==> src/sv/mte_pkg.sv <==
`timescale 1ns / 1ps

package mte_pkg;

    // token kinds
    localparam logic [3:0] KIND_NULL     = 4'd0;
    localparam logic [3:0] KIND_BOOL     = 4'd1;
    localparam logic [3:0] KIND_DOUBLE   = 4'd2;
    localparam logic [3:0] KIND_SIGNED   = 4'd3;
    localparam logic [3:0] KIND_UNSIGNED = 4'd4;
    localparam logic [3:0] KIND_STR      = 4'd5;
    localparam logic [3:0] KIND_BIN      = 4'd6;
    localparam logic [3:0] KIND_ARRAY    = 4'd7;
    localparam logic [3:0] KIND_MAP      = 4'd8;
    localparam logic [3:0] KIND_PAYLOAD  = 4'd9;

    // messagepack lead bytes
    localparam logic [7:0] MP_NIL      = 8'hC0;
    localparam logic [7:0] MP_FALSE    = 8'hC2;
    localparam logic [7:0] MP_TRUE     = 8'hC3;
    localparam logic [7:0] MP_BIN8     = 8'hC4;
    localparam logic [7:0] MP_BIN16    = 8'hC5;
    localparam logic [7:0] MP_BIN32    = 8'hC6;
    localparam logic [7:0] MP_FLOAT64  = 8'hCB;
    localparam logic [7:0] MP_UINT8    = 8'hCC;
    localparam logic [7:0] MP_UINT16   = 8'hCD;
    localparam logic [7:0] MP_UINT32   = 8'hCE;
    localparam logic [7:0] MP_UINT64   = 8'hCF;
    localparam logic [7:0] MP_INT8     = 8'hD0;
    localparam logic [7:0] MP_INT16    = 8'hD1;
    localparam logic [7:0] MP_INT32    = 8'hD2;
    localparam logic [7:0] MP_INT64    = 8'hD3;
    localparam logic [7:0] MP_STR8     = 8'hD9;
    localparam logic [7:0] MP_STR16    = 8'hDA;
    localparam logic [7:0] MP_STR32    = 8'hDB;
    localparam logic [7:0] MP_ARRAY16  = 8'hDC;
    localparam logic [7:0] MP_ARRAY32  = 8'hDD;
    localparam logic [7:0] MP_MAP16    = 8'hDE;
    localparam logic [7:0] MP_MAP32    = 8'hDF;
    localparam logic [2:0] MP_FIXSTR   = 3'b101;
    localparam logic [3:0] MP_FIXARRAY = 4'b1001;
    localparam logic [3:0] MP_FIXMAP   = 4'b1000;

    // most data bytes behind one lead byte
    localparam int MAX_DATA_BYTES = 8;

    typedef logic [3:0] cnt_t;

    // range flags worked out in the first stage
    typedef struct packed {
        logic kind_ok;
        logic neg;
        logic u_fix;
        logic u_le8;
        logic u_le16;
        logic u_le32;
        logic n_fix;
        logic n_ge8;
        logic n_ge16;
        logic n_ge32;
        logic l_le31;
        logic l_le15;
    } flags_t;

    typedef struct packed {
        logic [3:0]  kind;
        logic [63:0] value;
        flags_t      flags;
    } class_t;

    // lead byte plus left-aligned data bytes
    typedef struct packed {
        logic [7:0]  hdr;
        logic [63:0] data;
        cnt_t        cnt;
    } frame_t;

endpackage

==> src/sv/mte_classify.sv <==
`timescale 1ns / 1ps

module mte_classify
    import mte_pkg::*;
(
    input  logic        clk,
    input  logic        rst_n,
    input  logic        s_valid,
    output logic        s_ready,
    input  logic [3:0]  func,
    input  logic [63:0] token_value,
    output logic        m_valid,
    input  logic        m_ready,
    output class_t      m_data
);

    logic   valid_reg;
    logic   valid_next;
    class_t data_reg;
    class_t data_next;

    assign s_ready = !valid_reg || m_ready;

    always_comb
    begin
        data_next.kind           = func;
        data_next.value          = token_value;
        data_next.flags.kind_ok  = (func <= KIND_PAYLOAD);
        data_next.flags.neg      = token_value[63];
        data_next.flags.u_fix    = (token_value[63:7] == '0);
        data_next.flags.u_le8    = (token_value[63:8] == '0);
        data_next.flags.u_le16   = (token_value[63:16] == '0);
        data_next.flags.u_le32   = (token_value[63:32] == '0);
        data_next.flags.n_fix    = &token_value[63:5];
        data_next.flags.n_ge8    = &token_value[63:7];
        data_next.flags.n_ge16   = &token_value[63:15];
        data_next.flags.n_ge32   = &token_value[63:31];
        data_next.flags.l_le31   = (token_value[63:5] == '0);
        data_next.flags.l_le15   = (token_value[63:4] == '0);
        valid_next = s_ready ? s_valid : valid_reg;
    end

    always_ff @(posedge clk or negedge rst_n)
    begin
        if (!rst_n)
        begin
            valid_reg <= 1'b0;
        end
        else
        begin
            valid_reg <= valid_next;
        end
    end

    always_ff @(posedge clk)
    begin
        if (s_ready && s_valid)
        begin
            data_reg <= data_next;
        end
    end

    assign m_valid = valid_reg;
    assign m_data  = data_reg;

endmodule

==> src/sv/mte_header.sv <==
`timescale 1ns / 1ps

module mte_header
    import mte_pkg::*;
(
    input  logic   clk,
    input  logic   rst_n,
    input  logic   s_valid,
    output logic   s_ready,
    input  class_t s_data,
    output logic   m_valid,
    input  logic   m_ready,
    output frame_t m_data
);

    logic   valid_reg;
    logic   valid_next;
    frame_t data_reg;
    frame_t data_next;
    logic [7:0]  hdr;
    cnt_t        cnt;
    logic [63:0] v;
    flags_t      f;

    assign s_ready = !valid_reg || m_ready;
    assign v = s_data.value;
    assign f = s_data.flags;

    always_comb
    begin
        hdr = MP_NIL;
        cnt = 4'd0;
        case (s_data.kind)
            KIND_NULL:
            begin
                hdr = MP_NIL;
            end
            KIND_BOOL:
            begin
                hdr = v[0] ? MP_TRUE : MP_FALSE;
            end
            KIND_DOUBLE:
            begin
                hdr = MP_FLOAT64;
                cnt = 4'd8;
            end
            KIND_SIGNED, KIND_UNSIGNED:
            begin
                if (s_data.kind == KIND_SIGNED && f.neg)
                begin
                    if (f.n_fix)       begin hdr = v[7:0];  cnt = 4'd0; end
                    else if (f.n_ge8)  begin hdr = MP_INT8;  cnt = 4'd1; end
                    else if (f.n_ge16) begin hdr = MP_INT16; cnt = 4'd2; end
                    else if (f.n_ge32) begin hdr = MP_INT32; cnt = 4'd4; end
                    else               begin hdr = MP_INT64; cnt = 4'd8; end
                end
                else
                begin
                    if (f.u_fix)       begin hdr = v[7:0];    cnt = 4'd0; end
                    else if (f.u_le8)  begin hdr = MP_UINT8;  cnt = 4'd1; end
                    else if (f.u_le16) begin hdr = MP_UINT16; cnt = 4'd2; end
                    else if (f.u_le32) begin hdr = MP_UINT32; cnt = 4'd4; end
                    else               begin hdr = MP_UINT64; cnt = 4'd8; end
                end
            end
            KIND_STR:
            begin
                if (f.l_le31)      begin hdr = {MP_FIXSTR, v[4:0]}; cnt = 4'd0; end
                else if (f.u_le8)  begin hdr = MP_STR8;  cnt = 4'd1; end
                else if (f.u_le16) begin hdr = MP_STR16; cnt = 4'd2; end
                else               begin hdr = MP_STR32; cnt = 4'd4; end
            end
            KIND_BIN:
            begin
                if (f.u_le8)       begin hdr = MP_BIN8;  cnt = 4'd1; end
                else if (f.u_le16) begin hdr = MP_BIN16; cnt = 4'd2; end
                else               begin hdr = MP_BIN32; cnt = 4'd4; end
            end
            KIND_ARRAY:
            begin
                if (f.l_le15)      begin hdr = {MP_FIXARRAY, v[3:0]}; cnt = 4'd0; end
                else if (f.u_le16) begin hdr = MP_ARRAY16; cnt = 4'd2; end
                else               begin hdr = MP_ARRAY32; cnt = 4'd4; end
            end
            KIND_MAP:
            begin
                if (f.l_le15)      begin hdr = {MP_FIXMAP, v[3:0]}; cnt = 4'd0; end
                else if (f.u_le16) begin hdr = MP_MAP16; cnt = 4'd2; end
                else               begin hdr = MP_MAP32; cnt = 4'd4; end
            end
            KIND_PAYLOAD:
            begin
                hdr = v[7:0];
            end
            default:
            begin
                hdr = MP_NIL;
                cnt = 4'd0;
            end
        endcase
    end

    // left-align the data field so the first byte sits on top
    always_comb
    begin
        data_next.hdr = hdr;
        data_next.cnt = cnt;
        case (cnt)
            4'd1:    data_next.data = {v[7:0], 56'd0};
            4'd2:    data_next.data = {v[15:0], 48'd0};
            4'd4:    data_next.data = {v[31:0], 32'd0};
            4'd8:    data_next.data = v;
            default: data_next.data = '0;
        endcase
        // unused kinds produce no bytes and are dropped here
        valid_next = s_ready ? (s_valid && f.kind_ok) : valid_reg;
    end

    always_ff @(posedge clk or negedge rst_n)
    begin
        if (!rst_n)
        begin
            valid_reg <= 1'b0;
        end
        else
        begin
            valid_reg <= valid_next;
        end
    end

    always_ff @(posedge clk)
    begin
        if (s_ready && s_valid)
        begin
            data_reg <= data_next;
        end
    end

    assign m_valid = valid_reg;
    assign m_data  = data_reg;

endmodule

==> src/sv/mte_serializer.sv <==
`timescale 1ns / 1ps

module mte_serializer
    import mte_pkg::*;
(
    input  logic       clk,
    input  logic       rst_n,
    input  logic       s_valid,
    output logic       s_ready,
    input  frame_t     s_data,
    output logic       m_valid,
    input  logic       m_ready,
    output logic [7:0] m_byte,
    output logic       m_last
);

    logic        valid_reg;
    logic        valid_next;
    logic        sent_reg;
    logic        sent_next;
    cnt_t        cnt_reg;
    cnt_t        cnt_next;
    logic [7:0]  hdr_reg;
    logic [7:0]  hdr_next;
    logic [63:0] data_reg;
    logic [63:0] data_next;
    logic        last;
    logic        take;

    assign last    = sent_reg ? (cnt_reg == 4'd1) : (cnt_reg == 4'd0);
    assign s_ready = !valid_reg || (m_ready && last);
    assign take    = s_ready && s_valid;

    always_comb
    begin
        valid_next = valid_reg;
        sent_next  = sent_reg;
        cnt_next   = cnt_reg;
        hdr_next   = hdr_reg;
        data_next  = data_reg;
        if (take)
        begin
            valid_next = 1'b1;
            sent_next  = 1'b0;
            cnt_next   = s_data.cnt;
            hdr_next   = s_data.hdr;
            data_next  = s_data.data;
        end
        else if (valid_reg && m_ready)
        begin
            if (last)
            begin
                valid_next = 1'b0;
            end
            else if (!sent_reg)
            begin
                sent_next = 1'b1;
            end
            else
            begin
                cnt_next  = cnt_reg - 4'd1;
                data_next = {data_reg[55:0], 8'd0};
            end
        end
    end

    always_ff @(posedge clk or negedge rst_n)
    begin
        if (!rst_n)
        begin
            valid_reg <= 1'b0;
            sent_reg  <= 1'b0;
            cnt_reg   <= 4'd0;
        end
        else
        begin
            valid_reg <= valid_next;
            sent_reg  <= sent_next;
            cnt_reg   <= cnt_next;
        end
    end

    always_ff @(posedge clk)
    begin
        hdr_reg  <= hdr_next;
        data_reg <= data_next;
    end

    assign m_valid = valid_reg;
    assign m_byte  = sent_reg ? data_reg[63:56] : hdr_reg;
    assign m_last  = last;

    a_cnt_range: assert property (@(posedge clk) disable iff (!rst_n)
        valid_reg |-> (cnt_reg <= 4'(MAX_DATA_BYTES)))
        else $error("byte count out of range");

    a_more_bytes: assert property (@(posedge clk) disable iff (!rst_n)
        (valid_reg && m_ready && !last) |=> valid_reg)
        else $error("item dropped before its last byte");

    a_hdr_first: assert property (@(posedge clk) disable iff (!rst_n)
        (valid_reg && m_ready && !last && !sent_reg) |=> (sent_reg && cnt_reg != 4'd0))
        else $error("lead byte not followed by data");

    a_load_only_at_end: assert property (@(posedge clk) disable iff (!rst_n)
        s_ready |-> (!valid_reg || last))
        else $error("new item taken mid-token");

endmodule

==> src/sv/msgpack_token_encoder.sv <==
`timescale 1ns / 1ps

// messagepack token encoder: takes one token item per cycle when in_ready is
// high (kind in func, value in token_value) and sends its messagepack bytes,
// one item per byte, with last_byte high on the final byte of each token. a
// token leaves the output as 1 byte (null, bool, fixint, fix headers, payload)
// up to 9 bytes (64-bit integers, double); the byte serializer at the output
// sets the rate, and a stream of payload bytes flows at one per cycle while
// out_ready is high. first byte valid once the token has passed three register
// stages (classify, header, serializer), the first one loaded at the input
// accept edge. token kinds 10 to 15 produce no bytes and are silently dropped.
// nesting is carried only by token order; no depth check is done.

module msgpack_token_encoder
    import mte_pkg::*;
(
    input  logic        clk,
    input  logic        rst_n,
    input  logic        in_valid,
    output logic        in_ready,
    input  logic [3:0]  func,
    input  logic [63:0] token_value,
    output logic        out_valid,
    input  logic        out_ready,
    output logic [7:0]  out_byte,
    output logic        last_byte
);

    // stage 1 to stage 2: token with range flags
    logic   cls_valid;
    logic   cls_ready;
    class_t cls_data;

    // stage 2 to stage 3: lead byte and aligned data bytes
    logic   frm_valid;
    logic   frm_ready;
    frame_t frm_data;

    // stage 1: range compares on the raw value
    mte_classify u_classify (
        .clk         (clk),
        .rst_n       (rst_n),
        .s_valid     (in_valid),
        .s_ready     (in_ready),
        .func        (func),
        .token_value (token_value),
        .m_valid     (cls_valid),
        .m_ready     (cls_ready),
        .m_data      (cls_data)
    );

    // stage 2: pick the shortest form, lead byte and data byte count
    mte_header u_header (
        .clk     (clk),
        .rst_n   (rst_n),
        .s_valid (cls_valid),
        .s_ready (cls_ready),
        .s_data  (cls_data),
        .m_valid (frm_valid),
        .m_ready (frm_ready),
        .m_data  (frm_data)
    );

    // stage 3: byte serializer doubling as the output register
    mte_serializer u_serializer (
        .clk     (clk),
        .rst_n   (rst_n),
        .s_valid (frm_valid),
        .s_ready (frm_ready),
        .s_data  (frm_data),
        .m_valid (out_valid),
        .m_ready (out_ready),
        .m_byte  (out_byte),
        .m_last  (last_byte)
    );

endmodule
==> config.mk <==
export PLATFORM = sky130hd
export DESIGN_NAME = msgpack_token_encoder
export DESIGN_NICKNAME = d
export VERILOG_FILES = /design/src/sv/mte_pkg.sv /design/src/sv/mte_classify.sv /design/src/sv/mte_header.sv /design/src/sv/mte_serializer.sv /design/src/sv/msgpack_token_encoder.sv
export SDC_FILE = /design/constraint.sdc
export NUM_CORES = 1
export LEC_CHECK = 0
export BUFFER_PORTS_ARGS = -buffer_cell sky130_fd_sc_hd__buf_2
export CAP_MARGIN = 40
export CORE_UTILIZATION = 35
export DETAILED_ROUTE_END_ITERATION = 16
export GPL_ROUTABILITY_DRIVEN = 0
export GPL_TIMING_DRIVEN = 1
export REMOVE_ABC_BUFFERS = 1
export SLEW_MARGIN = 0
export SYNTH_ARGS = -nofsm -noshare
export SYNTH_HDL_FRONTEND = slang
export SYNTH_SLANG_ARGS = --single-unit
==> constraint.sdc <==
create_clock -name clk -period 4.45 [get_ports clk]
set_input_delay 0.6675 -clock clk [delete_from_list [all_inputs] [get_ports clk]]
set_output_delay 0.6675 -clock clk [all_outputs]
set_load 0.02 [all_outputs]
# After elaboration in Yosys (flattened, before gate mapping)
# Cells that the tools add are included.
dict set report totals {
  register_bits 236
  input_bits 72
  output_inout_bits 11
  word_cells 124
}
dict set report op_classes {
  n_addsub 1
  magnitude_cmp 1
  n_eq_ne 15
  muxes 51
  reduce_logical 32
}
# cell n
set ops {}
lappend ops {{64-bit two-way mux} 4}
lappend ops {{64-bit one-hot mux with 4 select lines} 1}
lappend ops {{8-bit two-way mux} 13}
lappend ops {{4-bit two-way mux} 16}
lappend ops {{8-bit one-hot mux with 8 select lines} 1}
lappend ops {{60-bit zero test} 1}
lappend ops {{59-bit zero test} 1}
lappend ops {{59-bit AND reduction} 1}
lappend ops {{57-bit zero test} 1}
lappend ops {{57-bit AND reduction} 1}
lappend ops {{56-bit zero test} 1}
lappend ops {{49-bit AND reduction} 1}
lappend ops {{48-bit zero test} 1}
lappend ops {{33-bit AND reduction} 1}
lappend ops {{32-bit zero test} 1}
lappend ops {{4-bit by 3-bit equality test with 1-bit output (second input constant)} 5}
lappend ops {{4-bit one-hot mux with 5 select lines} 1}
lappend ops {{1-bit two-way mux} 13}
lappend ops {{4-bit by 1-bit equality test with 1-bit output (second input constant)} 3}
lappend ops {{4-bit by 2-bit equality test with 1-bit output (second input constant)} 3}
lappend ops {{4-bit equality test (second input constant)} 3}
lappend ops {{1-bit logical AND} 7}
lappend ops {{2-bit nonzero test} 3}
lappend ops {{4-bit <= comparator (second input constant)} 1}
lappend ops {{other kinds (10)} 16}

# Logic depth before layout (Yosys ltp)
dict set report depth {
  ltp_word 8
  depth_mapped 10
  ltp_nobuf 9
}

# Modules after synthesis
# Synthesis repeated with hierarchy kept, for this count alone.
dict set report unflattened {
  cells_unflattened 797
  hier_area_um2 10268.6
}
# module instances cells_per_inst area_per_inst_um2 seq_area_each_um2
set by_module_without_submodules {}
lappend by_module_without_submodules {mte_header 1 344 4073.9 2307.2}
lappend by_module_without_submodules {mte_serializer 1 316 3439.5 2312.2}
lappend by_module_without_submodules {mte_classify 1 137 2755.1 2397.3}

# Least setup slack after synthesis
# No wires, ideal clock.
dict set report synth_path {
  path_type {reg-to-reg}
  from {register u_serializer.cnt_reg[0]}
  to {register u_classify.data_reg, in the netlist u_classify.m_data[0], enable pin}
  setup_time_ns 0.446
  arrival_time_ns 3.445
  required_ns 4.004
  path_slack_ns 0.559
  stages_incl_launch_ff 9
  path_buffers 0
  period_less_slack_ns 3.891
  cell_sequence {dfrtp_1 > inv_1 > ha_1 > mux2i_1 > or3_1 > inv_1 > a21oi_1 > nand3_1 > and2_1}
}
dict set report synth_via {
  elab_chain_cells 7
  word_cells_on_any_way 8
  classes_between {eq/ne: 1; mux: 1; reduce/logical: 6}
}
# element line
set synth_rtl {}
lappend synth_rtl {{start, declared} mte_serializer.sv:21} ;# cnt_t cnt_reg;
lappend synth_rtl {{start signal, assigned} mte_serializer.sv:79} ;# cnt_reg <= cnt_next;
lappend synth_rtl {{4-bit by 1-bit equality test with 1-bit output or 4-bit zero test (tied branches)} mte_serializer.sv:30} ;# assign last = sent_reg ? (cnt_reg == 4'd1) : (cnt_reg == 4'd0);
lappend synth_rtl {{1-bit two-way mux (*)} mte_serializer.sv:30}
lappend synth_rtl {{via last_byte} msgpack_token_encoder.sv:26} ;# output logic last_byte
lappend synth_rtl {{1-bit logical AND (*)} mte_serializer.sv:31} ;# assign s_ready = !valid_reg || (m_ready && last);
lappend synth_rtl {{1-bit logical OR (*)} mte_serializer.sv:31}
lappend synth_rtl {{1-bit logical OR (*)} mte_header.sv:25} ;# assign s_ready = !valid_reg || m_ready;
lappend synth_rtl {{1-bit logical OR (*)} mte_classify.sv:22} ;# assign s_ready = !valid_reg || m_ready;
lappend synth_rtl {{via in_ready} msgpack_token_encoder.sv:20} ;# output logic in_ready,
lappend synth_rtl {{1-bit logical AND (*)} mte_classify.sv:57} ;# if (s_ready && s_valid)
lappend synth_rtl {{end signal, assigned} mte_classify.sv:59} ;# data_reg <= data_next;
lappend synth_rtl {{end, declared} mte_classify.sv:19} ;# class_t data_reg;
# Mark *: on every way through the listed nets, which the timed path passes. The rest lies on a longest branch.
# A chain may end at the register's enable or synchronous reset.

# Worst setup path in the final report
dict set report layout_path {
  from {register u_serializer.sent_reg}
  to {output in_ready}
}
dict set report layout_via {
  elab_chain_cells 5
}
# element line
set layout_rtl {}
lappend layout_rtl {{start, declared} mte_serializer.sv:19} ;# logic sent_reg;
lappend layout_rtl {{start signal, assigned} mte_serializer.sv:78} ;# sent_reg <= sent_next;
lappend layout_rtl {{1-bit two-way mux} mte_serializer.sv:30}
lappend layout_rtl {{1-bit logical AND} mte_serializer.sv:31}
lappend layout_rtl {{1-bit logical OR} mte_serializer.sv:31}
lappend layout_rtl {{1-bit logical OR} mte_header.sv:25}
lappend layout_rtl {{1-bit logical OR} mte_classify.sv:22}
lappend layout_rtl {{end, declared} msgpack_token_encoder.sv:20}
# Every way passes these cells.

==> impl_metrics.csv <==
group,metric,value,unit
drt,finalWirelength,24600,µm
finish,fin_nets,816,
timing,slew_headroom,45.1,%
cts,clock_latency,530,ps
placed_design,dp_hpwl,16800,µm
floorplanning,dieWidth,171,µm
power_and_ir_drop,clkPwrFrac,36.5,%
setup_path,crit_path_start,"u_serializer.sent_reg$_DFFE_PN0P_",
placed_design,placed_cell_area,0.0108,mm²
logic_synthesis,synth_mux_area_share,7.53,%
logic_synthesis,yosysMostFrequentCell,"edfxtp_1",
drt,dr_total_vias,5941,
logic_synthesis,synth_edf_count,227,
power_and_ir_drop,pwr-share-seq,52.2,%
logic_synthesis,synth_top_area_share,68.3,%
power_and_ir_drop,power.switching,1.38,mW
floorplanning,die_h,171,µm
grt,grt_max_degree,59,
cts,cts_resized,0,
timing,hold_violations,0,
power_and_ir_drop,power.internal,4.20,mW
logic_synthesis,synth_top_family_by_area,"simple AND/OR/NAND/NOR gates",
timing,worst_pin_slew,816,ps
logic_synthesis,synthSimpleGateAreaFrac,11.3,%
floorplanning,start_util,35.8,%
logic_synthesis,synth_xor_area_share,0,%
cts,clk_pin_slew_worst_paths,60,ps
logic_synthesis,seq_area_frac_synth,70.3,%
logic_synthesis,ys_seq_elements,235,
setup_path,crit_path_start_kind,"register",
grt,globalRouteOverflowTotal,0,
placed_design,pre_cts_ws,1420,ps
cts,cts-root-buf,"clkbuf_16",
floorplanning,core_area,0.0279,mm²
setup_path,end_kind,"primary output",
finish,final_area,0.0117,mm²
logic_synthesis,ys_warn_count,0,
cts,h-tree-depth,1,
cts,cts_buffers,26,
setup_path,arrival,2390,ps
cts,cts.sinks,235,
power_and_ir_drop,p_comb_share,11.3,%
setup_path,rrSetupSlack,1440,ps
timing,setup-violations-final,0,
cts,cts_tree,"built",
setup_path,critPathMaxFanout,11,
power_and_ir_drop,ir_drop,0.000254,V
timing,layout_setup_ws,1400,ps
power_and_ir_drop,leakage,3.98,nW
floorplanning,num_rows,61,
timing,rsz0062_at_grt,"false",
timing,fin_tns_setup,0,ps
logic_synthesis,ys_types,68,
timing,fin_crit,3050,ps
grt,grt_antenna_before_repair,0,
setup_path,crit_cells,6,
floorplanning,dieArea,0.0292,mm²
setup_path,r2r-end,"u_serializer.data_reg[31]$_DFFE_PP_",
logic_synthesis,synthArstFlopShare,3.40,%
timing,slew_violations,0,
run_status,status,"finished clean",
setup_path,crit_chain,"mux2i_1 -> or3_1 -> inv_1 -> a21oi_1 -> nand3_1 -> buf_2",
setup_path,reg2reg_from,"u_serializer.sent_reg$_DFFE_PN0P_",
logic_synthesis,ys_top_cells_by_area,"edfxtp_1 68%, mux2_2 7.3%, and2_1 3.2%",
floorplanning,ios,83,
finish,fillers,2590,
logic_synthesis,yosys_most_used_dff,"edfxtp_1",
logic_synthesis,netlist_area,0.00999,mm²
power_and_ir_drop,p_sw_share,24.7,%
worst_hold_path,hold_class,"input pin to register",
setup_path,setup.worst_path.class,"register to primary output",
setup_path,worst-path-buf-inv,2,
run,max_cap_viol_count,0,
finish,largest_reg_flops,79,
drt,wl_per_cell,21.6,µm
setup_path,worst-endpoint-required,3780,ps
logic_synthesis,synth_area_per_cell,15.4,µm²
logic_synthesis,synth_compound_area_share,8.24,%
setup_path,cp-endpoint,"in_ready",
drt,drc,0,
grt,grt_pass1_wl,36900,µm
timing,post-route-period-util,68.6,%
finish,drive_above_1_share,28.1,%
finish,area_growth,16.8,%
setup_path,cp_slowest_cell,"dfrtp_1",
grt,grt_pass1_vias,5866,
timing,skew,26.1,ps
logic_synthesis,ys_top_cells_by_count,"227 x edfxtp_1, 65 x mux2_2, 51 x and2_1, 33 x o21ai_0, 32 x nand2_1",
cts,cts_setup_buffers,0,
setup_path,critPathMaxStageDelay,780,ps
drt,dr.pass1.iters,5,
logic_synthesis,yosysTopAreaCell,"edfxtp_1",
placed_design,io_buffers,82,
logic_synthesis,synthAdderAreaFrac,0.251,%
power_and_ir_drop,finalPower,5.58,mW
drt,via_per_inst,5.23,
setup_path,cpLargestDelayFamily,"flip-flops",
drt,ant_nets,0,
setup_path,rr_worst_depth,7,
logic_synthesis,synthCells,650,
drt,dr.first_iter.drc_count,574,
grt,grtUsageTotal,17.2,%
power_and_ir_drop,power.density,478,mW/mm²
timing,timing.fmax,328,MHz
finish,antenna_cells,0,
cts,cts_buffer_depth,3,
how the worst min path moves through the flow:
stage,from,end,slack [ps],cells past startpoint
2_1_floorplan,rst_n,u_classify.m_valid$_DFFE_PN0N_,370,0
3_3_place_gp,u_header.m_data[70]$_DFFE_PP_,u_serializer.hdr_reg[2]$_DFFE_PP_,410,0
3_5_place_dp,u_header.m_data[72]$_DFFE_PP_,u_serializer.hdr_reg[4]$_DFFE_PP_,410,0
4_1_cts,token_value[2],u_classify.m_data[14]$_DFFE_PP_,310,1
5_1_grt,func[0],u_classify.m_data[76]$_DFFE_PP_,310,1
6_report,token_value[2],u_classify.m_data[14]$_DFFE_PP_,320,1
area by class of cell:
class	instances	area (µm²)	area share, %
tap	378	473	4.05
timing repair buffer	94	568	4.87
clock inverter	18	155	1.33
clock buffer	27	654	5.61
inverter	16	60.1	0.515
sequential	235	7020	60.1
multi-input combinational	369	2740	23.5
worst register-to-register path, stage by stage, from the launching register on:
cell,delay (ps)
dfrtp_1,780
mux2i_1,200
o41ai_1,360
nand2_1,210
inv_2,90
buf_4,430
buf_12,290
mux2_2,410
through the flow:
stage               hold WS (ps)  instances  util [%]
floorplan                    372        620         -
global placement             407       1087      38.5
detailed placement           406       1091      38.8
CTS                          307       1137      41.8
global route                 307       1137      41.8
finish                       324       1137      41.8
power by group through the flow:
| stage | Sequential [mW] | Combinational (mW) | Clock, mW |
|---|---|---|---|
| 2_1_floorplan | 2.90 | 0.401 | 0 |
| 3_3_place_gp | 2.96 | 0.602 | 0 |
| 3_5_place_dp | 2.96 | 0.634 | 0 |
| 4_1_cts | 2.91 | 0.636 | 2.08 |
| 5_1_grt | 2.94 | 0.687 | 2.17 |
| 6_report | 2.91 | 0.628 | 2.04 |
routing by layer:
metal	vias to the layer above	GRT usage (%)	wire, µm
li1	2740	-	-
met1	2943	22.6	10400
met2	210	28.7	12000
met3	48	2.80	1340
met4	0	5.71	795
met5	-	0	0
cells in the final DEF, fill, tap and decap left out, drive strengths merged, types with 4 or more instances in the layout:
| cell type | Yosys | final |
|---|---|---|
| a21oi | 14 | 14 |
| nand3 | 5 | 5 |
| dfrtp | 8 | 8 |
| buf | 23 | 93 |
| a211oi | 4 | 4 |
| inv | 16 | 16 |
| nand2 | 32 | 32 |
| nor3 | 5 | 5 |
| nor2b | 7 | 7 |
| a22o | 18 | 18 |
| nand4 | 25 | 25 |
| nand2b | 9 | 9 |
| nor4 | 18 | 18 |
| o211ai | 5 | 5 |
| and2 | 51 | 51 |
| mux2 | 65 | 65 |
| nor2 | 13 | 13 |
| edfxtp | 227 | 227 |
| a221o | 8 | 8 |
| clkinv | 0 | 14 |
| o21ai | 35 | 35 |
| clkbuf | 7 | 27 |
repair_timing:
item                       CTS  global route
setup endpoints to repair    0             0
hold buffers                 1             0
hold endpoints to repair     8             0
cells by family after synthesis:
kind of cell               count (synthesis)
AOI/OAI and AO/OA                        112
adders and majority gates                  2
buffers and inverters                     46
DFF                                      235
muxes                                     67
and+or+nand+nor                          188
No activity file was read; power rests on OpenSTA's default activity.
